File: src/hdl/dqp_pkg.sv
// Package for the DNS question parser: parse phases, result kinds,
// queue entry types and shared constants. No dependencies.
`default_nettype none

package dqp_pkg;

  // Message layout.
  localparam int unsigned HeaderBytes = 12;
  localparam int unsigned HeaderWords = 6;
  localparam int unsigned QCountWord  = 2;
  localparam int unsigned TailBytes   = 4;
  localparam logic [7:0]  DotChar     = 8'h2E;
  localparam logic [7:0]  NameLengthLimit = 8'd255;

  // Queue between the parser and the result sequencer.
  localparam int unsigned QueueDepth = 4;
  localparam int unsigned QueuePtrW  = $clog2(QueueDepth);

  typedef enum logic [2:0] {
    PH_HEADER,
    PH_LABEL_LEN,
    PH_LABEL_BODY,
    PH_TAIL,
    PH_IGNORE
  } phase_e;

  typedef enum logic [1:0] {
    KIND_HEADER,
    KIND_CHAR,
    KIND_DONE,
    KIND_STATUS
  } result_kind_e;

  // One queue entry: the results caused by one input beat.
  typedef struct packed {
    logic         has_main;
    result_kind_e kind;
    logic [15:0]  message_id;
    logic [15:0]  header_flags;
    logic [15:0]  question_count;
    logic [15:0]  answer_count;
    logic [15:0]  authority_count;
    logic [15:0]  additional_count;
    logic [7:0]   name_char;
    logic [15:0]  query_type;
    logic [7:0]   name_length;
    logic         has_status;
    logic         malformed;
  } dqp_entry_t;

  // Head of the queue as seen by the result sequencer.
  typedef struct packed {
    logic       valid;
    dqp_entry_t entry;
  } dqp_head_t;

endpackage

`default_nettype wire

File: src/hdl/dqp_if.sv
// Handshake interfaces for the DNS question parser input and result channels.
// No dependencies.
`default_nettype none

interface dqp_in_if;
  logic       valid;
  logic       ready;
  logic [7:0] packet_byte;
  logic       end_of_packet;

  modport source (output valid, packet_byte, end_of_packet, input ready);
  modport sink   (input valid, packet_byte, end_of_packet, output ready);
endinterface

interface dqp_out_if;
  logic        valid;
  logic        ready;
  logic [1:0]  result_kind;
  logic [15:0] message_id;
  logic [15:0] header_flags;
  logic [15:0] question_count;
  logic [15:0] answer_count;
  logic [15:0] authority_count;
  logic [15:0] additional_count;
  logic [7:0]  name_char;
  logic [15:0] query_type;
  logic [7:0]  name_length;
  logic        malformed;
  logic        last_result;

  modport source (output valid, result_kind, message_id, header_flags, question_count,
                  answer_count, authority_count, additional_count, name_char,
                  query_type, name_length, malformed, last_result, input ready);
  modport sink   (input valid, result_kind, message_id, header_flags, question_count,
                  answer_count, authority_count, additional_count, name_char,
                  query_type, name_length, malformed, last_result, output ready);
endinterface

`default_nettype wire

File: src/hdl/dqp_front.sv
// Parser front end: accepts message beats, tracks header and question state,
// and pushes one queue entry per beat that causes results. Uses dqp_pkg, dqp_if.
`default_nettype none

module dqp_front (
  input  logic               clk_i,
  input  logic               rst_ni,
  dqp_in_if.sink             in_i,
  input  logic               q_full_i,
  output logic               push_o,
  output dqp_pkg::dqp_entry_t entry_o
);
  import dqp_pkg::*;

  logic [3:0]  hdr_pos_q, hdr_pos_d;
  logic [15:0] hdr_q [HeaderWords];
  phase_e      phase_q, phase_d;
  logic [7:0]  label_left_q, label_left_d;
  logic [7:0]  name_len_q, name_len_d;
  logic        first_q, first_d;
  logic [2:0]  tail_pos_q, tail_pos_d;
  logic [15:0] type_q, type_d;
  logic [15:0] qdone_q, qdone_d;

  logic        accept;
  logic [7:0]  pkt_byte;
  logic        eop;
  dqp_entry_t  ent;

  assign in_i.ready = !q_full_i;
  assign accept     = in_i.valid && in_i.ready;
  assign pkt_byte   = in_i.packet_byte;
  assign eop        = in_i.end_of_packet;

  // Header words fill big-endian, two beats per word.
  always_ff @(posedge clk_i) begin
    if (accept && (phase_q == PH_HEADER)) begin
      if (!hdr_pos_q[0]) begin
        hdr_q[hdr_pos_q[3:1]] <= {pkt_byte, 8'h00};
      end else begin
        hdr_q[hdr_pos_q[3:1]][7:0] <= pkt_byte;
      end
    end
  end

  // Parse state update and result classification.
  always_comb begin
    hdr_pos_d    = hdr_pos_q;
    phase_d      = phase_q;
    label_left_d = label_left_q;
    name_len_d   = name_len_q;
    first_d      = first_q;
    tail_pos_d   = tail_pos_q;
    type_d       = type_q;
    qdone_d      = qdone_q;
    ent          = '0;
    ent.kind     = KIND_HEADER;

    if (accept) begin
      unique case (phase_q)
        PH_HEADER: begin
          hdr_pos_d = hdr_pos_q + 4'd1;
          if (hdr_pos_q == 4'(HeaderBytes - 1)) begin
            ent.has_main         = 1'b1;
            ent.kind             = KIND_HEADER;
            ent.message_id       = hdr_q[0];
            ent.header_flags     = hdr_q[1];
            ent.question_count   = hdr_q[2];
            ent.answer_count     = hdr_q[3];
            ent.authority_count  = hdr_q[4];
            ent.additional_count = {hdr_q[5][15:8], pkt_byte};
            if (hdr_q[QCountWord] != 16'd0) begin
              phase_d      = PH_LABEL_LEN;
              first_d      = 1'b1;
              name_len_d   = 8'd0;
              label_left_d = 8'd0;
              tail_pos_d   = 3'd0;
            end else begin
              phase_d = PH_IGNORE;
            end
          end
        end
        PH_LABEL_LEN: begin
          if (pkt_byte == 8'd0) begin
            phase_d    = PH_TAIL;
            tail_pos_d = 3'd0;
          end else begin
            // Every label but the first is preceded by a dot.
            if (!first_q) begin
              ent.has_main  = 1'b1;
              ent.kind      = KIND_CHAR;
              ent.name_char = DotChar;
              if (name_len_q < NameLengthLimit) begin
                name_len_d = name_len_q + 8'd1;
              end
            end
            first_d      = 1'b0;
            label_left_d = pkt_byte;
            phase_d      = PH_LABEL_BODY;
          end
        end
        PH_LABEL_BODY: begin
          ent.has_main  = 1'b1;
          ent.kind      = KIND_CHAR;
          ent.name_char = pkt_byte;
          if (name_len_q < NameLengthLimit) begin
            name_len_d = name_len_q + 8'd1;
          end
          if (label_left_q > 8'd0) begin
            label_left_d = label_left_q - 8'd1;
          end
          if (label_left_d == 8'd0) begin
            phase_d = PH_LABEL_LEN;
          end
        end
        PH_TAIL: begin
          if (tail_pos_q == 3'd0) begin
            type_d = {pkt_byte, 8'h00};
          end else if (tail_pos_q == 3'd1) begin
            type_d = {type_q[15:8], pkt_byte};
          end
          tail_pos_d = tail_pos_q + 3'd1;
          if (tail_pos_q == 3'(TailBytes - 1)) begin
            ent.has_main    = 1'b1;
            ent.kind        = KIND_DONE;
            ent.query_type  = type_q;
            ent.name_length = name_len_q;
            qdone_d         = qdone_q + 16'd1;
            if (qdone_d >= hdr_q[QCountWord]) begin
              phase_d = PH_IGNORE;
            end else begin
              phase_d      = PH_LABEL_LEN;
              first_d      = 1'b1;
              name_len_d   = 8'd0;
              label_left_d = 8'd0;
              tail_pos_d   = 3'd0;
            end
          end
        end
        PH_IGNORE: begin
        end
        default: begin
        end
      endcase

      // The final beat reports status and returns the parser to its start.
      if (eop) begin
        ent.has_status = 1'b1;
        ent.malformed  = (phase_d == PH_HEADER) || (qdone_d < hdr_q[QCountWord]);
        hdr_pos_d      = 4'd0;
        phase_d        = PH_HEADER;
        label_left_d   = 8'd0;
        name_len_d     = 8'd0;
        first_d        = 1'b1;
        tail_pos_d     = 3'd0;
        type_d         = 16'd0;
        qdone_d        = 16'd0;
      end
    end
  end

  assign push_o  = accept && (ent.has_main || ent.has_status);
  assign entry_o = ent;

  // Control state registers.
  always_ff @(posedge clk_i or negedge rst_ni) begin
    if (!rst_ni) begin
      hdr_pos_q    <= 4'd0;
      phase_q      <= PH_HEADER;
      label_left_q <= 8'd0;
      name_len_q   <= 8'd0;
      first_q      <= 1'b1;
      tail_pos_q   <= 3'd0;
      type_q       <= 16'd0;
      qdone_q      <= 16'd0;
    end else begin
      hdr_pos_q    <= hdr_pos_d;
      phase_q      <= phase_d;
      label_left_q <= label_left_d;
      name_len_q   <= name_len_d;
      first_q      <= first_d;
      tail_pos_q   <= tail_pos_d;
      type_q       <= type_d;
      qdone_q      <= qdone_d;
    end
  end

endmodule

`default_nettype wire

File: src/hdl/dqp_queue.sv
// Short entry queue between the parser and the result sequencer.
// Uses dqp_pkg.
`default_nettype none

module dqp_queue (
  input  logic                clk_i,
  input  logic                rst_ni,
  input  logic                push_i,
  input  dqp_pkg::dqp_entry_t entry_i,
  input  logic                pop_i,
  output logic                full_o,
  output dqp_pkg::dqp_head_t  head_o
);
  import dqp_pkg::*;

  dqp_entry_t           mem_q [QueueDepth];
  logic [QueuePtrW-1:0] wr_ptr_q, rd_ptr_q;
  logic [QueuePtrW:0]   count_q;

  assign full_o       = (count_q == (QueuePtrW + 1)'(QueueDepth));
  assign head_o.valid = (count_q != '0);
  assign head_o.entry = mem_q[rd_ptr_q];

  // Entry storage.
  always_ff @(posedge clk_i) begin
    if (push_i) begin
      mem_q[wr_ptr_q] <= entry_i;
    end
  end

  // Pointers and fill count.
  always_ff @(posedge clk_i or negedge rst_ni) begin
    if (!rst_ni) begin
      wr_ptr_q <= '0;
      rd_ptr_q <= '0;
      count_q  <= '0;
    end else begin
      if (push_i) begin
        wr_ptr_q <= (wr_ptr_q == QueuePtrW'(QueueDepth - 1)) ? '0
                                                             : wr_ptr_q + QueuePtrW'(1);
      end
      if (pop_i) begin
        rd_ptr_q <= (rd_ptr_q == QueuePtrW'(QueueDepth - 1)) ? '0
                                                             : rd_ptr_q + QueuePtrW'(1);
      end
      if (push_i && !pop_i) begin
        count_q <= count_q + (QueuePtrW + 1)'(1);
      end else if (pop_i && !push_i) begin
        count_q <= count_q - (QueuePtrW + 1)'(1);
      end
    end
  end

  a_no_overflow: assert property (@(posedge clk_i) disable iff (!rst_ni)
    push_i |-> !full_o)
    else $error("queue push while full");

  a_no_underflow: assert property (@(posedge clk_i) disable iff (!rst_ni)
    pop_i |-> (count_q != '0))
    else $error("queue pop while empty");

  a_count_bound: assert property (@(posedge clk_i) disable iff (!rst_ni)
    count_q <= (QueuePtrW + 1)'(QueueDepth))
    else $error("queue count above depth");

endmodule

`default_nettype wire

File: src/hdl/dqp_back.sv
// Result sequencer: expands each queue entry into one or two result beats
// and holds them in the output register. Uses dqp_pkg, dqp_if.
`default_nettype none

module dqp_back (
  input  logic               clk_i,
  input  logic               rst_ni,
  input  dqp_pkg::dqp_head_t head_i,
  output logic               pop_o,
  dqp_out_if.source          out_o
);
  import dqp_pkg::*;

  typedef struct packed {
    result_kind_e kind;
    logic [15:0]  message_id;
    logic [15:0]  header_flags;
    logic [15:0]  question_count;
    logic [15:0]  answer_count;
    logic [15:0]  authority_count;
    logic [15:0]  additional_count;
    logic [7:0]   name_char;
    logic [15:0]  query_type;
    logic [7:0]   name_length;
    logic         malformed;
    logic         last;
  } beat_t;

  logic  out_valid_q, out_valid_d;
  logic  sub_q, sub_d;
  beat_t beat_q, beat_d;
  logic  load;
  logic  main_beat;

  assign load      = !out_valid_q || out_o.ready;
  assign main_beat = head_i.entry.has_main && !sub_q;

  // Pick the next beat: the main result first, then the packet status.
  always_comb begin
    beat_d      = '0;
    sub_d       = sub_q;
    out_valid_d = out_valid_q;
    pop_o       = 1'b0;
    if (main_beat) begin
      beat_d.kind             = head_i.entry.kind;
      beat_d.message_id       = head_i.entry.message_id;
      beat_d.header_flags     = head_i.entry.header_flags;
      beat_d.question_count   = head_i.entry.question_count;
      beat_d.answer_count     = head_i.entry.answer_count;
      beat_d.authority_count  = head_i.entry.authority_count;
      beat_d.additional_count = head_i.entry.additional_count;
      beat_d.name_char        = head_i.entry.name_char;
      beat_d.query_type       = head_i.entry.query_type;
      beat_d.name_length      = head_i.entry.name_length;
      beat_d.last             = !head_i.entry.has_status;
    end else begin
      beat_d.kind      = KIND_STATUS;
      beat_d.malformed = head_i.entry.malformed;
      beat_d.last      = 1'b1;
    end
    if (load) begin
      out_valid_d = head_i.valid;
      if (head_i.valid) begin
        sub_d = main_beat && head_i.entry.has_status;
        pop_o = !sub_d;
      end
    end
  end

  // Output register control.
  always_ff @(posedge clk_i or negedge rst_ni) begin
    if (!rst_ni) begin
      out_valid_q <= 1'b0;
      sub_q       <= 1'b0;
    end else begin
      out_valid_q <= out_valid_d;
      sub_q       <= sub_d;
    end
  end

  // Output payload.
  always_ff @(posedge clk_i) begin
    if (load && head_i.valid) begin
      beat_q <= beat_d;
    end
  end

  assign out_o.valid            = out_valid_q;
  assign out_o.result_kind      = beat_q.kind;
  assign out_o.message_id       = beat_q.message_id;
  assign out_o.header_flags     = beat_q.header_flags;
  assign out_o.question_count   = beat_q.question_count;
  assign out_o.answer_count     = beat_q.answer_count;
  assign out_o.authority_count  = beat_q.authority_count;
  assign out_o.additional_count = beat_q.additional_count;
  assign out_o.name_char        = beat_q.name_char;
  assign out_o.query_type       = beat_q.query_type;
  assign out_o.name_length      = beat_q.name_length;
  assign out_o.malformed        = beat_q.malformed;
  assign out_o.last_result      = beat_q.last;

  a_sub_holds_entry: assert property (@(posedge clk_i) disable iff (!rst_ni)
    sub_q |-> (head_i.valid && head_i.entry.has_status))
    else $error("pending status beat without its queue entry");

  a_status_last: assert property (@(posedge clk_i) disable iff (!rst_ni)
    (out_valid_q && (beat_q.kind == KIND_STATUS)) |-> beat_q.last)
    else $error("status beat not marked last");

  a_not_last_pending: assert property (@(posedge clk_i) disable iff (!rst_ni)
    (out_valid_q && !beat_q.last) |-> sub_q)
    else $error("non-last beat without pending status");

endmodule

`default_nettype wire

File: src/hdl/dns_question_parser.sv
// DNS header and question parser. A result passes from its accepted beat through
// the entry queue into the output register.
// Throughput: one message beat per cycle while the queue is not full; the final beat of a
// message that also completes a header or question yields two output beats, absorbed by a 4-entry queue.
// Reset: asynchronous, active low; clears parse state, queue and output valid at once.
// Uses dqp_pkg, dqp_if, dqp_front, dqp_queue, dqp_back.
`default_nettype none

module dns_question_parser (
  input  logic      clk_i,
  input  logic      rst_ni,
  dqp_in_if.sink    in_i,
  dqp_out_if.source out_o
);
  import dqp_pkg::*;

  logic       q_full;
  logic       q_push;
  logic       q_pop;
  dqp_entry_t q_entry;
  dqp_head_t  q_head;

  // Parser front end.
  dqp_front u_front (
    .clk_i    (clk_i),
    .rst_ni   (rst_ni),
    .in_i     (in_i),
    .q_full_i (q_full),
    .push_o   (q_push),
    .entry_o  (q_entry)
  );

  // Decoupling queue.
  dqp_queue u_queue (
    .clk_i   (clk_i),
    .rst_ni  (rst_ni),
    .push_i  (q_push),
    .entry_i (q_entry),
    .pop_i   (q_pop),
    .full_o  (q_full),
    .head_o  (q_head)
  );

  // Result sequencer and output register.
  dqp_back u_back (
    .clk_i  (clk_i),
    .rst_ni (rst_ni),
    .head_i (q_head),
    .pop_o  (q_pop),
    .out_o  (out_o)
  );

endmodule

`default_nettype wire
File: src/flat_wrapper.sv
// flat-port wrapper written by rule: the top's interface ports become plain ports
module dns_question_parser_flat import dqp_pkg::*;
  (clk_i, rst_ni, in_i_valid, in_i_packet_byte, in_i_end_of_packet, in_i_ready, out_o_valid, out_o_result_kind, out_o_message_id, out_o_header_flags, out_o_question_count, out_o_answer_count, out_o_authority_count, out_o_additional_count, out_o_name_char, out_o_query_type, out_o_name_length, out_o_malformed, out_o_last_result, out_o_ready);
  dqp_in_if in_i_i ();
  dqp_out_if out_o_i ();
  input  logic clk_i;
  input  logic rst_ni;
  input wire logic [$bits(in_i_i.valid)-1:0] in_i_valid;
  input wire logic [$bits(in_i_i.packet_byte)-1:0] in_i_packet_byte;
  input wire logic [$bits(in_i_i.end_of_packet)-1:0] in_i_end_of_packet;
  output wire logic [$bits(in_i_i.ready)-1:0] in_i_ready;
  output wire logic [$bits(out_o_i.valid)-1:0] out_o_valid;
  output wire logic [$bits(out_o_i.result_kind)-1:0] out_o_result_kind;
  output wire logic [$bits(out_o_i.message_id)-1:0] out_o_message_id;
  output wire logic [$bits(out_o_i.header_flags)-1:0] out_o_header_flags;
  output wire logic [$bits(out_o_i.question_count)-1:0] out_o_question_count;
  output wire logic [$bits(out_o_i.answer_count)-1:0] out_o_answer_count;
  output wire logic [$bits(out_o_i.authority_count)-1:0] out_o_authority_count;
  output wire logic [$bits(out_o_i.additional_count)-1:0] out_o_additional_count;
  output wire logic [$bits(out_o_i.name_char)-1:0] out_o_name_char;
  output wire logic [$bits(out_o_i.query_type)-1:0] out_o_query_type;
  output wire logic [$bits(out_o_i.name_length)-1:0] out_o_name_length;
  output wire logic [$bits(out_o_i.malformed)-1:0] out_o_malformed;
  output wire logic [$bits(out_o_i.last_result)-1:0] out_o_last_result;
  input wire logic [$bits(out_o_i.ready)-1:0] out_o_ready;
  assign in_i_i.valid = in_i_valid;
  assign in_i_i.packet_byte = in_i_packet_byte;
  assign in_i_i.end_of_packet = in_i_end_of_packet;
  assign in_i_ready = in_i_i.ready;
  assign out_o_valid = out_o_i.valid;
  assign out_o_result_kind = out_o_i.result_kind;
  assign out_o_message_id = out_o_i.message_id;
  assign out_o_header_flags = out_o_i.header_flags;
  assign out_o_question_count = out_o_i.question_count;
  assign out_o_answer_count = out_o_i.answer_count;
  assign out_o_authority_count = out_o_i.authority_count;
  assign out_o_additional_count = out_o_i.additional_count;
  assign out_o_name_char = out_o_i.name_char;
  assign out_o_query_type = out_o_i.query_type;
  assign out_o_name_length = out_o_i.name_length;
  assign out_o_malformed = out_o_i.malformed;
  assign out_o_last_result = out_o_i.last_result;
  assign out_o_i.ready = out_o_ready;
  dns_question_parser u_core (.clk_i(clk_i), .rst_ni(rst_ni), .in_i(in_i_i), .out_o(out_o_i));
endmodule
File: config.mk
export PLATFORM = sky130hd
export DESIGN_NAME = dns_question_parser_flat
export DESIGN_NICKNAME = d
export VERILOG_FILES = /design/src/hdl/dqp_pkg.sv /design/src/hdl/dqp_if.sv /design/src/hdl/dqp_front.sv /design/src/hdl/dqp_queue.sv /design/src/hdl/dqp_back.sv /design/src/hdl/dns_question_parser.sv /design/src/flat_wrapper.sv
export SDC_FILE = /design/constraint.sdc
export NUM_CORES = 1
export LEC_CHECK = 0
export BUFFER_PORTS_ARGS = -buffer_cell sky130_fd_sc_hd__buf_2
export CAP_MARGIN = 20
export CORE_MARGIN = 8
export CORE_UTILIZATION = 47
export DETAILED_ROUTE_END_ITERATION = 8
export HOLD_SLACK_MARGIN = 0.12
export MAX_ROUTING_LAYER = met4
export PLACE_DENSITY = 0.73
export SYNTH_ARGS = -nofsm -noshare
export SYNTH_HDL_FRONTEND = slang
export SYNTH_SLANG_ARGS = --single-unit
File: constraint.sdc
create_clock -name clk_i -period 11.4 [get_ports clk_i]
set_input_delay 1.71 -clock clk_i [delete_from_list [all_inputs] [get_ports clk_i]]
set_output_delay 1.71 -clock clk_i [all_outputs]
set_load 0.03 [all_outputs]
# After elaboration in Yosys (flattened, before gate mapping)
# Memories as Yosys holds them, arrays and structs flattened.
# Index checks and enable logic that the tools add are counted.
# op_classes
addsub	9
order_cmp	4
n_eq_ne	16
n_mux	76
n_bitwise	1
reduce_logical	40
# op_table
operator	count
2-to-1 mux 133 bit	1
2-to-1 mux 8 bit	15
2-to-1 mux 16 bit	7
2-to-1 mux 99 bit	1
2-to-1 mux 96 bit	1
case mux 8 bit (4 select lines)	2
2-to-1 mux 3 bit	18
2-to-1 mux 24 bit	2
case mux 3 bit (4 select lines)	2
2-to-1 mux 1 bit	17
adder 16 x 1 -> 16 bit, second input constant	1
greater-or-equal comparator 16 bit	1
zero test 8 bit	2
less-than comparator 16 bit	1
case mux 8 bit (2 select lines)	1
nonzero test 16 bit	1
!= test 3 bit, second input constant	5
AND reduction 7 bit	2
2-to-1 mux 6 bit	2
== test 3 x 2 -> 1 bit, second input constant	3
zero test 3 bit	3
case mux 3 bit (3 select lines)	1
adder 8 x 1 -> 8 bit, second input constant	1
greater-than comparator 8 x 1 -> 1 bit, second input constant	1
other kinds (26)	55
# word_totals
regBits	200
ramBits	628
inputBits	13
out_inout_bits	134
wordCells	174
n_memories	2
# memory_table
memory	words	width	read_ports	rd_clocked_by_memory_dff	write_ports	line	rtl
u_core.u_queue.mem_q	4	133	1	0	1	dqp_queue.sv:16	dqp_entry_t mem_q [QueueDepth];
u_core.u_front.hdr_q	6	16	6	0	1	dqp_front.sv:16	logic [15:0] hdr_q [HeaderWords];

# Longest topological paths before layout
# Gate-level depths: netlist of run 1.
# depth
depth_word	18
depth_mapped	16
mapped_depth_nobuf	14

# Cells and area by module
# From an unflattened synthesis of run 1, not the netlist that was laid out.
# unflattened
hier_cells	1822
area_unflattened_um2	32775.2
# modules_own_cells
module	instances	cells_each	area_per_inst_um2	seq_area_each_um2
dqp_queue	1	732	19572.5	16150.5
dqp_front	1	802	8199.1	4120.2
dqp_back	1	288	5003.5	4013.8

# Worst setup path after synthesis of run 1
# OpenSTA, ideal clock, no wires.
# synth_timing
path_type	input to register
from	input port out_o_ready
to	register u_core.u_queue.count_q[1]
setup_time_ns	0.125
arrival_time_ns	10.275
required_time_ns	11.275
setup_slack_ns	1.001
stages	7
n_path_buf	0
cell_sequence	inv_1 -> a21oi_1 -> nand2_1 -> ha_1 -> inv_1 -> fa_1 -> mux2_2
# synth_via
elab_chain_len	5
word_cells_on_any_way	7
classes_between	mux (2); reduce/logical (5)
# synth_rtl
item	line	rtl
start, declared	flat_wrapper.sv:25	input wire logic [$bits(out_o_i.ready)-1:0] out_o_ready;
logical OR 1 bit (*)	dqp_back.sv:35	assign load = !out_valid_q || out_o.ready;
2-to-1 mux 1 bit (*)	dqp_back.sv:61	if (load) begin
zero test 1 bit	dqp_queue.sv:46	if (push_i && !pop_i) begin
logical AND 1 bit	dqp_queue.sv:46	
2-to-1 mux 3 bit or nonzero test 2 bit (tied branches)	-	
end signal, assigned	dqp_queue.sv:47	count_q <= count_q + (QueuePtrW + 1)'(1);
end signal, assigned	dqp_queue.sv:49	count_q <= count_q - (QueuePtrW + 1)'(1);
end, declared	dqp_queue.sv:18	logic [QueuePtrW:0] count_q;
# Every way passes the cells marked *; elsewhere a longest branch is shown, timed or not.
# A chain may end at the register's enable or synchronous reset.

# Worst setup path in the final report of run 1
# layout_timing
from	input port in_i_packet_byte[4]
to	memory u_core.u_queue.mem_q[0][117] (netlist name) (enable)
# layout_via
elab_chain_len	8
# layout_rtl
item	line	rtl
start, declared	flat_wrapper.sv:9	input wire logic [$bits(in_i_i.packet_byte)-1:0] in_i_packet_byte;
zero test 8 bit	dqp_front.sv:84	if (pkt_byte == 8'd0) begin
2-to-1 mux 3 bit	dqp_front.sv:84	
case mux 3 bit (4 select lines)	dqp_front.sv:60	unique case (phase_q)
2-to-1 mux 133 bit	dqp_front.sv:59	if (accept) begin
logical OR 1 bit	dqp_front.sv:162	assign push_o = accept && (ent.has_main || ent.has_status);
logical AND 1 bit	dqp_front.sv:162	
named net u_core.q_push	dns_question_parser.sv:18	logic q_push;
2-to-1 mux 1 bit	dqp_queue.sv:26	if (push_i) begin
2-to-1 mux 1 bit (not written as such)	dqp_queue.sv:27	mem_q[wr_ptr_q] <= entry_i;
end, declared	dqp_queue.sv:16	
# The timed path passes the listed nets, and every way through them passes these cells.

==> impl_metrics.toml, run 1 <==
[worst_setup_path]
worst-path-max-fanout = 58
cp_slowest_cell = "buf_4"
cp.arrival_ns = 5.79
critPathKind = "input port to register"
rrSetupSlack_ns = 6.27
end_kind = "register"
cp_top_family = "buffers and inverters"
critPathBufInv = 3
path_cells = "buf_2 -> nor4_1 -> a21oi_1 -> nand2_1 -> and4_1 -> a21oi_1 -> and2_4 -> buf_4 -> buf_4"
required_ns = 11.63
critPathMaxStageDelay_ns = 0.80
cp-start-kind = "input port"

[synthesis]
yosys_register_bits = 820
netlist_instances = 1820
synth_edf_count = 752
synth_async_sr_flop_share = 0.0829
yosysWarnings = 0
synth_flop_cell = "edfxtp_1"
synth.yosys.seq_area_share = 0.745
synth_area_um2 = 32600
synth_nets = 1879
syn_area_per_cell_um2 = 17.9
synthDistinctLibCells = 70

[sta]
finalMaxSlewViolations = 0
setup-tns-final_ns = 0
setup_viol = 0
hold_violations = 0
fin_crit_sh = 0.487
period_needed_ns = 5.55
tightest_slew_ns = 1.08
maxSlewHeadroom = 0.280
rsz0062_at_grt = "no"
holdWs_ns = 0.508
fin_skew_ns = 0.0210
fmax_mhz = 180

[power]
static-leakage-power_nw = 13.6
p_clk_frac = 0.299
switching_share = 0.306
p_comb_frac = 0.253
power_switching_w = 0.00280
p_seq_frac = 0.447
p_int_w = 0.00635
ir_drop_uv = 193
powerDensity_nw_per_um2 = 247

[placement]
port_buffers = 146
dp.final_hpwl_mm = 41.9
place.gp.congestion = 0.861
placedCellCount = 2818
placed_cell_area_um2 = 34300

[global_route]
grt_max_degree = 135
grt_pass1_wl_mm = 108
globalRouteOverflowTotal = 0
grt_pass1_vias = 17300
antenna_found_initial = 3
grt.total_usage = 0.185

[cts]
clk_pin_slew_ns = 0.06
ctsRootBufferMaster = "clkbuf_16"
cts_buffers = 81
ctsLongestPathBuffers = 3
cts_resized = 0
postCtsSetupRepairBufs = 0
cts_tree = "yes"
cts_max_level = 3
ctsHoldBuffers = 0
cts.sink_count = 820
clk_latency_ns = 0.62

[layout]
finish.utilization = 0.540
multi_input_area_um2 = 7820
final_nets = 2030
drive_gt1_frac = 0.225
areaGrowthSynthToFinish_pct = 13.8
fillers = 5323
final_area_um2 = 37100
stdcell_count = 2973
register_area_um2 = 24300

[floorplan]
ios = 147
die_h_um = 279
dieArea_um2 = 78100
die_x_um = 279
initial_core_util = 0.475
core_um2 = 68700
rows = 96

[status]
status = "completed"

[detailed_routing]
vias = 16800
drt-total-wl_mm = 70.5
drc = 0
drt_pass1_iterations = 6
routed_via_density = 5.65
drt_iter0_markers = 1440
ant_nets = 0
wl_per_cell_um = 23.7

[hold_path]
hp-class = "register to register"

[job]
maxCapViolations = 0
[power by group through the flow]
stage / combinational (W) / sequential (W) / clock [W]
after floorplan: 0.00119 / 0.00460 / 0
after global placement: 0.00233 / 0.00413 / 0
after detailed placement: 0.00236 / 0.00415 / 0
after CTS: 0.00238 / 0.00410 / 0.00279
after global routing: 0.00249 / 0.00414 / 0.00291
final: 0.00232 / 0.00409 / 0.00274
[sequential cells by signal, summed over array words and instances, names as in the netlist, 3 cells and up]
register	count
u_core.u_back.out_o.additional_count	16
u_core.u_back.out_o.answer_count	16
u_core.u_back.out_o.authority_count	16
u_core.u_back.out_o.header_flags	16
u_core.u_back.out_o.message_id	16
u_core.u_back.out_o.name_char	8
u_core.u_back.out_o.name_length	8
u_core.u_back.out_o.query_type	16
u_core.u_back.out_o.question_count	16
u_core.u_front.hdr_pos_q	4
u_core.u_front.hdr_q	88
u_core.u_front.label_left_q	8
u_core.u_front.name_len_q	8
u_core.u_front.phase_q	3
u_core.u_front.qdone_q	16
u_core.u_front.tail_pos_q	3
u_core.u_front.type_q	16
u_core.u_queue.count_q	3
u_core.u_queue.mem_q	532
[cells in the mapped netlist (3+ instances only)]
cell type,instances,share of area
inv_1,35,0.0040
o21ai_0,41,0.0063
a31oi_1,8,0.0015
a21oi_1,29,0.0045
nor2_1,65,0.0075
a32o_1,3,0.00092
xor2_1,19,0.0051
nand3_1,16,0.0025
dfrtp_1,67,0.051
and2_1,95,0.018
nand2b_1,7,0.0013
nand3b_1,3,0.00069
xnor2_1,17,0.0046
nor4_1,7,0.0013
buf_2,15,0.0023
a211oi_1,5,0.0012
mux2i_1,13,0.0040
and3_1,165,0.032
nor2b_1,6,0.0012
o31ai_1,5,0.0012
a211o_1,3,0.00081
a22o_1,22,0.0059
nand4_1,9,0.0017
nor3_1,35,0.0054
mux4_2,133,0.092
a21o_1,4,0.00092
nand2_1,63,0.0073
clkbuf_1,74,0.0085
buf_1,10,0.0012
ha_1,45,0.017
edfxtp_1,752,0.69
mux2_2,4,0.0014
[cells by family after synthesis]
family,share of synthesized area
flops,0.745
simple gates,0.0839
fa+ha+maj,0.0179
compound gates,0.0299
buf+inv,0.0168
mux,0.0972
xor+xnor,0.00967
[worst register-to-register path: stages (launching register included)]
cell	delay (ns)
dfrtp_1	0.54
ha_1	0.23
and3b_1	0.19
nand2_1	0.45
and4_1	0.45
a21oi_1	0.69
and2_4	0.53
buf_4	0.81
buf_4	0.81
[final timing paths]
kind,from,endpoint,cells after the start
min in group asynchronous,rst_ni,u_core.u_back.out_o.valid,2
setup / recovery,in_i_packet_byte[4],u_core.u_queue.mem_q[0][117],9
max in group asynchronous,rst_ni,u_core.u_queue.rd_ptr_q[1],2
hold reg to reg,u_core.u_queue.count_q[2],u_core.u_queue.count_q[2],1
hold / removal,u_core.u_queue.count_q[2],u_core.u_queue.count_q[2],1
setup reg to reg,u_core.u_front.hdr_pos_q[1],u_core.u_queue.mem_q[0][117],8
[routing by layer]
layer | GRT usage | vias up | share of wire
li1 | - | 7461 | -
met5 | - | - | 0
met3 | 0.0355 | 107 | 0.060
met1 | 0.235 | 8635 | 0.41
met4 | 0.0467 | 0 | 0.020
met2 | 0.307 | 581 | 0.51
[placed cells by master, fill, tap and decap left out, types with 16 or more instances in the layout]
cell type	instances
mux4_2	132
clkinv_2	18
clkbuf_1	16
xnor2_1	17
buf_4	21
a21oi_1	28
nor2_1	64
buf_2	147
inv_1	34
a22o_1	22
xor2_1	19
ha_1	45
nor3_1	35
clkbuf_16	83
dfrtp_1	65
nand3_1	16
edfxtp_1	752
and2_1	91
and3_1	165
nand2_1	62
o21ai_0	41
[through the flow]
stage                     setup WS [ns]  power, W
after CTS                          5.90   0.00927
after floorplan                    1.00   0.00579
after global routing               5.60   0.00953
final                              5.85   0.00915
after detailed placement           5.27   0.00652
after global placement             5.38   0.00647
[cell type report]
type,count,share of cell area
Tap cell,931,0.0314
Sequential cell,820,0.655
Clock inverter,51,0.0163
Antenna cell,3,0.000202
Clock buffer,100,0.0580
Inverter,35,0.00357
Multi-Input combinational cell,863,0.211
Timing Repair Buffer,170,0.0254
Note: power is estimated with default switching activity, not from simulation.
==> run 2, diff against run 1 <==
==> constraint.sdc (replaced) <==
create_clock -name clk_i -period 5.6 [get_ports clk_i]
set_input_delay 0.84 -clock clk_i [delete_from_list [all_inputs] [get_ports clk_i]]
set_output_delay 0.84 -clock clk_i [all_outputs]
set_load 0.03 [all_outputs]
==> impl_metrics.toml, run 2 (synthesized netlist as in run 1, its figures left out) <==
[status]
status = "completed"

[sta]
finalMaxSlewViolations = 0
setup_viol = 0
fin_skew_ns = 0.0254
setup_ws_ns = 1.03
fin_crit_sh = 0.816
fmax_mhz = 219
tightest_slew_ns = 1.05
maxSlewHeadroom = 0.298
rsz0062_at_grt = "no"
period_needed_ns = 4.57
hold_violations = 0
setup-tns-final_ns = 0

[worst_setup_path]
reg2reg_from = "u_core.u_front.qdone_q[2]"
required_ns = 6.11
cp_common_cell = "nor2_1"
worst-path-max-fanout = 23
path_cells = "nand3_2 -> nor3_1 -> and3_1 -> nand3_1 -> nor2_1 -> xor2_1 -> ha_1 -> a211oi_1 -> nor2_1 -> a2111oi_2 -> o21ai_2 -> a221oi_4 -> o21ai_0 -> mux2_2"
end_kind = "register"
critPathKind = "register to register"
rrSetupSlack_ns = 1.03
cp-start-kind = "register"
cp.arrival_ns = 5.08
r2r-end = "u_core.u_front.name_len_q[7]"
critPathMaxStageDelay_ns = 0.87
cp_slowest_cell = "a221oi_4"
r2r_cells = 14

[layout]
register_area_um2 = 24300
final_cell_mix = "752 x edfxtp_1, 165 x and3_1, 150 x buf_2"
largest_reg_flops = 532
largest-register = "u_core.u_queue.mem_q"
final_nets = 2040
areaGrowthSynthToFinish_pct = 13.7
layout_commonest_cell = "edfxtp_1"
fillers = 5262
multi_input_area_um2 = 7810
drive_gt1_frac = 0.225

[placement]
place.gp.congestion = 0.876
dpl_worst_slack_ns = 1.08
port_buffers = 146
dp.final_hpwl_mm = 43.0

[floorplan]
die_h_um = 279
die_x_um = 279
dieArea_um2 = 78100
ios = 147
initial_core_util = 0.475
rows = 96
core_um2 = 68700

[detailed_routing]
drt_pass1_iterations = 5
vias = 16900
ant_nets = 0
drt-total-wl_mm = 71.1
routed_via_density = 5.67
wl_per_cell_um = 23.9
drc = 0
drt_iter0_markers = 1651

[global_route]
globalRouteOverflowTotal = 0
grt_pass1_wl_mm = 107
grt.total_usage = 0.184
antenna_found_initial = 4
grt_max_degree = 134
grt_pass1_vias = 17100

[cts]
ctsRootBufferMaster = "clkbuf_16"
cts_tree = "yes"
ctsLongestPathBuffers = 3
cts_buffers = 78
cts.sink_count = 820
clk_pin_slew_ns = 0.06
clk_latency_ns = 0.64
ctsHoldBuffers = 1
cts_max_level = 3
cts_resized = 0
postCtsSetupRepairBufs = 0

[job]
maxCapViolations = 0

[hold_path]
hp-class = "input port to register"
worst_hold_startpoint = "out_o_ready"
hold_depth = 2
hold_path_end = "u_core.u_back.out_o.valid"

[power]
ir_drop_uv = 351
powerDensity_nw_per_um2 = 497
static-leakage-power_nw = 13.6
-- run 2: changes by cell type in the layout (fill, tap and decap cells not counted), sizes merged --
cell	delta
inv	-3
bufinv	-1
clkinv	-6
buf	+12
clkbuf	+5
dlygate4sd3	+1
clkinvlp	-4
-- run 2: metal layers --
metal | share of wire | wire (um) | vias to the layer above | track usage
met5 | 0 | 0 | - | -
met1 | 0.41 | 29300 | 8687 | 0.238
li1 | - | - | 7480 | -
met2 | 0.50 | 35900 | 602 | 0.301
met3 | 0.060 | 4250 | 110 | 0.0296
met4 | 0.024 | 1710 | 0 | 0.0571
-- run 2: final cells by class --
class,count,share of cell area
antenna,3,0.000202
timing repair buffer,183,0.0287
sequential,820,0.655
clock buffer,105,0.0568
multi-input combinational,863,0.211
inverter,35,0.00358
tap,931,0.0314
clock inverter,37,0.0135
-- run 2: worst max-delay path by stage --
stage | cells after the start | endpoint | slack (ns) | startpoint
6_report | 14 | u_core.u_front.name_len_q[7] | 1.03 | u_core.u_front.qdone_q[2]
5_1_grt | 14 | u_core.u_front.name_len_q[7] | 0.60 | u_core.u_front.qdone_q[2]
4_1_cts | 14 | u_core.u_front.name_len_q[7] | 1.05 | u_core.u_front.qdone_q[2]
3_5_place_dp | 14 | u_core.u_front.name_len_q[7] | 1.08 | u_core.u_front.qdone_q[2]
3_3_place_gp | 14 | u_core.u_front.name_len_q[7] | 1.20 | u_core.u_front.qdone_q[2]
2_1_floorplan | 6 | u_core.u_queue.mem_q[0][0] | 0.17 | in_i_packet_byte[1]
-- run 2: worst max-delay path, delay by kind of cell, from the launching register on --
kind                       cells  cell delay [ns]
DFF                            1             0.50
AOI/OAI and AO/OA              5             1.85
xor gates and xnor gates       1             0.17
and+or+nand+nor                6             1.35
adders and majority gates      1             0.26
muxes                          1             0.32
-- run 2: power breakdown --
part	internal, W	total (W)	switching, W	leakage (nW)
combinational	0.00170	0.00474	0.00304	4.30
sequential	0.00795	0.00830	0.000349	7.98
clock	0.00313	0.00538	0.00225	1.28
-- run 2: stage by stage --
stage | hold slack (ns) | total power, W | cells | instance area (um2) | utilization
after floorplan | 0.440 | 0.0117 | 1820 | 32600 | -
after global placement | 0.479 | 0.0132 | 2827 | 34400 | 0.501
after detailed placement | 0.484 | 0.0133 | 2830 | 34500 | 0.501
after CTS | 0.381 | 0.0186 | 2973 | 37100 | 0.540
after global routing | 0.401 | 0.0191 | 2977 | 37100 | 0.540
final | 0.410 | 0.0184 | 2977 | 37100 | 0.540
==> run 3, diff against run 2 <==
--- a/config.mk
+++ b/config.mk
@@ -12,7 +12,7 @@
 export DETAILED_ROUTE_END_ITERATION = 8
 export HOLD_SLACK_MARGIN = 0.12
 export MAX_ROUTING_LAYER = met4
-export PLACE_DENSITY = 0.73
+export PLACE_DENSITY = 0.75
 export SYNTH_ARGS = -nofsm -noshare
 export SYNTH_HDL_FRONTEND = slang
 export SYNTH_SLANG_ARGS = --single-unit
==> constraint.sdc (replaced) <==
create_clock -name clk_i -period 3.7 [get_ports clk_i]
set_input_delay 0.555 -clock clk_i [delete_from_list [all_inputs] [get_ports clk_i]]
set_output_delay 0.555 -clock clk_i [all_outputs]
set_load 0.03 [all_outputs]
==> impl_metrics.toml, run 3 (synthesized netlist as in run 1, its figures left out) <==
[detailed_routing]
routed_via_density = 5.67
drt-total-wl_mm = 71.0
drc = 0
wl_per_cell_um = 23.6
ant_nets = 0
drt_pass1_iterations = 5
drt_iter0_markers = 1427
vias = 17100

[sta]
tightest_slew_ns = 1.13
period_needed_ns = 3.45
fmax_mhz = 290
hold_violations = 0
finalMaxSlewViolations = 0
setup_viol = 0
setup-tns-final_ns = 0
fin_crit_sh = 0.933
rsz0062_at_grt = "yes"
fin_skew_ns = 0.0279
maxSlewHeadroom = 0.244
holdWs_ns = 0.202

[floorplan]
core_um2 = 68700
initial_core_util = 0.475
die_x_um = 279
die_h_um = 279
rows = 96
ios = 147
dieArea_um2 = 78100

[cts]
ctsRootBufferMaster = "clkbuf_16"
cts_buffers = 78
cts.sink_count = 820
clk_latency_ns = 0.63
cts_tree = "yes"
cts_max_level = 3
clk_pin_slew_ns = 0.06
ctsLongestPathBuffers = 3

[global_route]
grt_pass1_vias = 17700
grt_max_degree = 134
top_usage_layer = "met2"
gr-usage-met1 = 0.230
grt_pass1_wl_mm = 108
grt_use_met2 = 0.305
globalRouteOverflowTotal = 0
use_met3 = 0.0340
grt.total_usage = 0.185
antenna_found_initial = 3

[layout]
largest_reg_flops = 532
largest-register = "u_core.u_queue.mem_q"
layout_commonest_cell = "edfxtp_1"
final_nets = 2071
areaGrowthSynthToFinish_pct = 14.9
drive_gt1_frac = 0.239
final_cell_mix = "752 x edfxtp_1, 165 x and3_1, 147 x buf_2"

[power]
static-leakage-power_nw = 13.7
ir_drop_uv = 416
powerDensity_nw_per_um2 = 741

[worst_setup_path]
end_kind = "register"
required_ns = 4.21
cp.arrival_ns = 3.96
worst-path-max-fanout = 9
cp-start-kind = "register"
critPathKind = "register to register"

[hold_path]
hp-class = "input port to register"

[placement]
dp.final_hpwl_mm = 42.0
port_buffers = 146
place.gp.congestion = 0.876

[job]
maxCapViolations = 0

[status]
status = "completed"
-- run 3: power breakdown --
group | switching (W) | total [W] | internal [W] | leakage (nW)
registers | 0.000539 | 0.0126 | 0.0120 | 7.98
clock network | 0.00338 | 0.00801 | 0.00462 | 1.24
logic | 0.00457 | 0.00720 | 0.00264 | 4.49
total | 0.00849 | 0.0278 | 0.0193 | 13.7
-- run 3: final timing paths --
path                                                  end  cells after the start  slack, ns                 startpoint
max in group asynchronous      u_core.u_queue.rd_ptr_q[0]                      3       2.43                     rst_ni
max                        u_core.u_front.label_left_q[5]                     16       0.25  u_core.u_front.qdone_q[1]
min reg2reg                     u_core.u_front.type_q[15]                      2       0.49  u_core.u_front.type_q[15]
min                             u_core.u_back.out_o.valid                      2       0.20                out_o_ready
min in group asynchronous       u_core.u_front.phase_q[2]                      2       0.47                     rst_ni
max reg2reg                u_core.u_front.label_left_q[5]                     16       0.25  u_core.u_front.qdone_q[1]
-- run 3: critical path: stages, from the launching register on --
cell and delay [ns]:
dfrtp_1 0.41, ha_2 0.24, nand3_2 0.16, nor4_4 0.24, nand2_1 0.12, nor2_1 0.15
xor2_1 0.16, ha_1 0.26, nand4_1 0.14, a211oi_1 0.08, a2111oi_2 0.36, o21ai_2 0.15
a221oi_4 0.26, buf_4 0.18, buf_6 0.12, o21ai_0 0.09, a22o_1 0.20
-- run 3: layout make-up --
type	instances	area (um2)
multi-input combinational	863	7840
inverter	35	140
clock buffer	94	2050
clock inverter	48	528
sequential	820	24300
antenna	3	7.51
timing repair buffer	214	1430
tap	931	1160
fill	5307	31200
-- run 3: metal layers --
layer,vias to the layer above,share of wire
met5,-,0
met4,0,0.036
met3,148,0.065
met2,631,0.50
met1,8737,0.40
li1,7543,-
-- run 3: timing repair --
action,4_1_cts,5_1_grt
hold buffers,1,0
hold endpoints to repair,16,0
setup endpoints to repair,0,20
gates resized for setup,0,6
buffers inserted,0,3
-- run 3: through the flow --
stage | cells | setup WS (ns) | cell area (um2) | utilization | power, W
detailed placement | 2858 | 0.0359 | 34800 | 0.507 | 0.0201
global placement | 2858 | 0.0801 | 34800 | 0.507 | 0.0200
global route | 3008 | -0.0171 | 37500 | 0.545 | 0.0289
finish | 3008 | 0.249 | 37500 | 0.545 | 0.0278
floorplan | 1820 | -0.656 | 32600 | - | 0.0177
CTS | 3001 | 0.00344 | 37400 | 0.544 | 0.0281
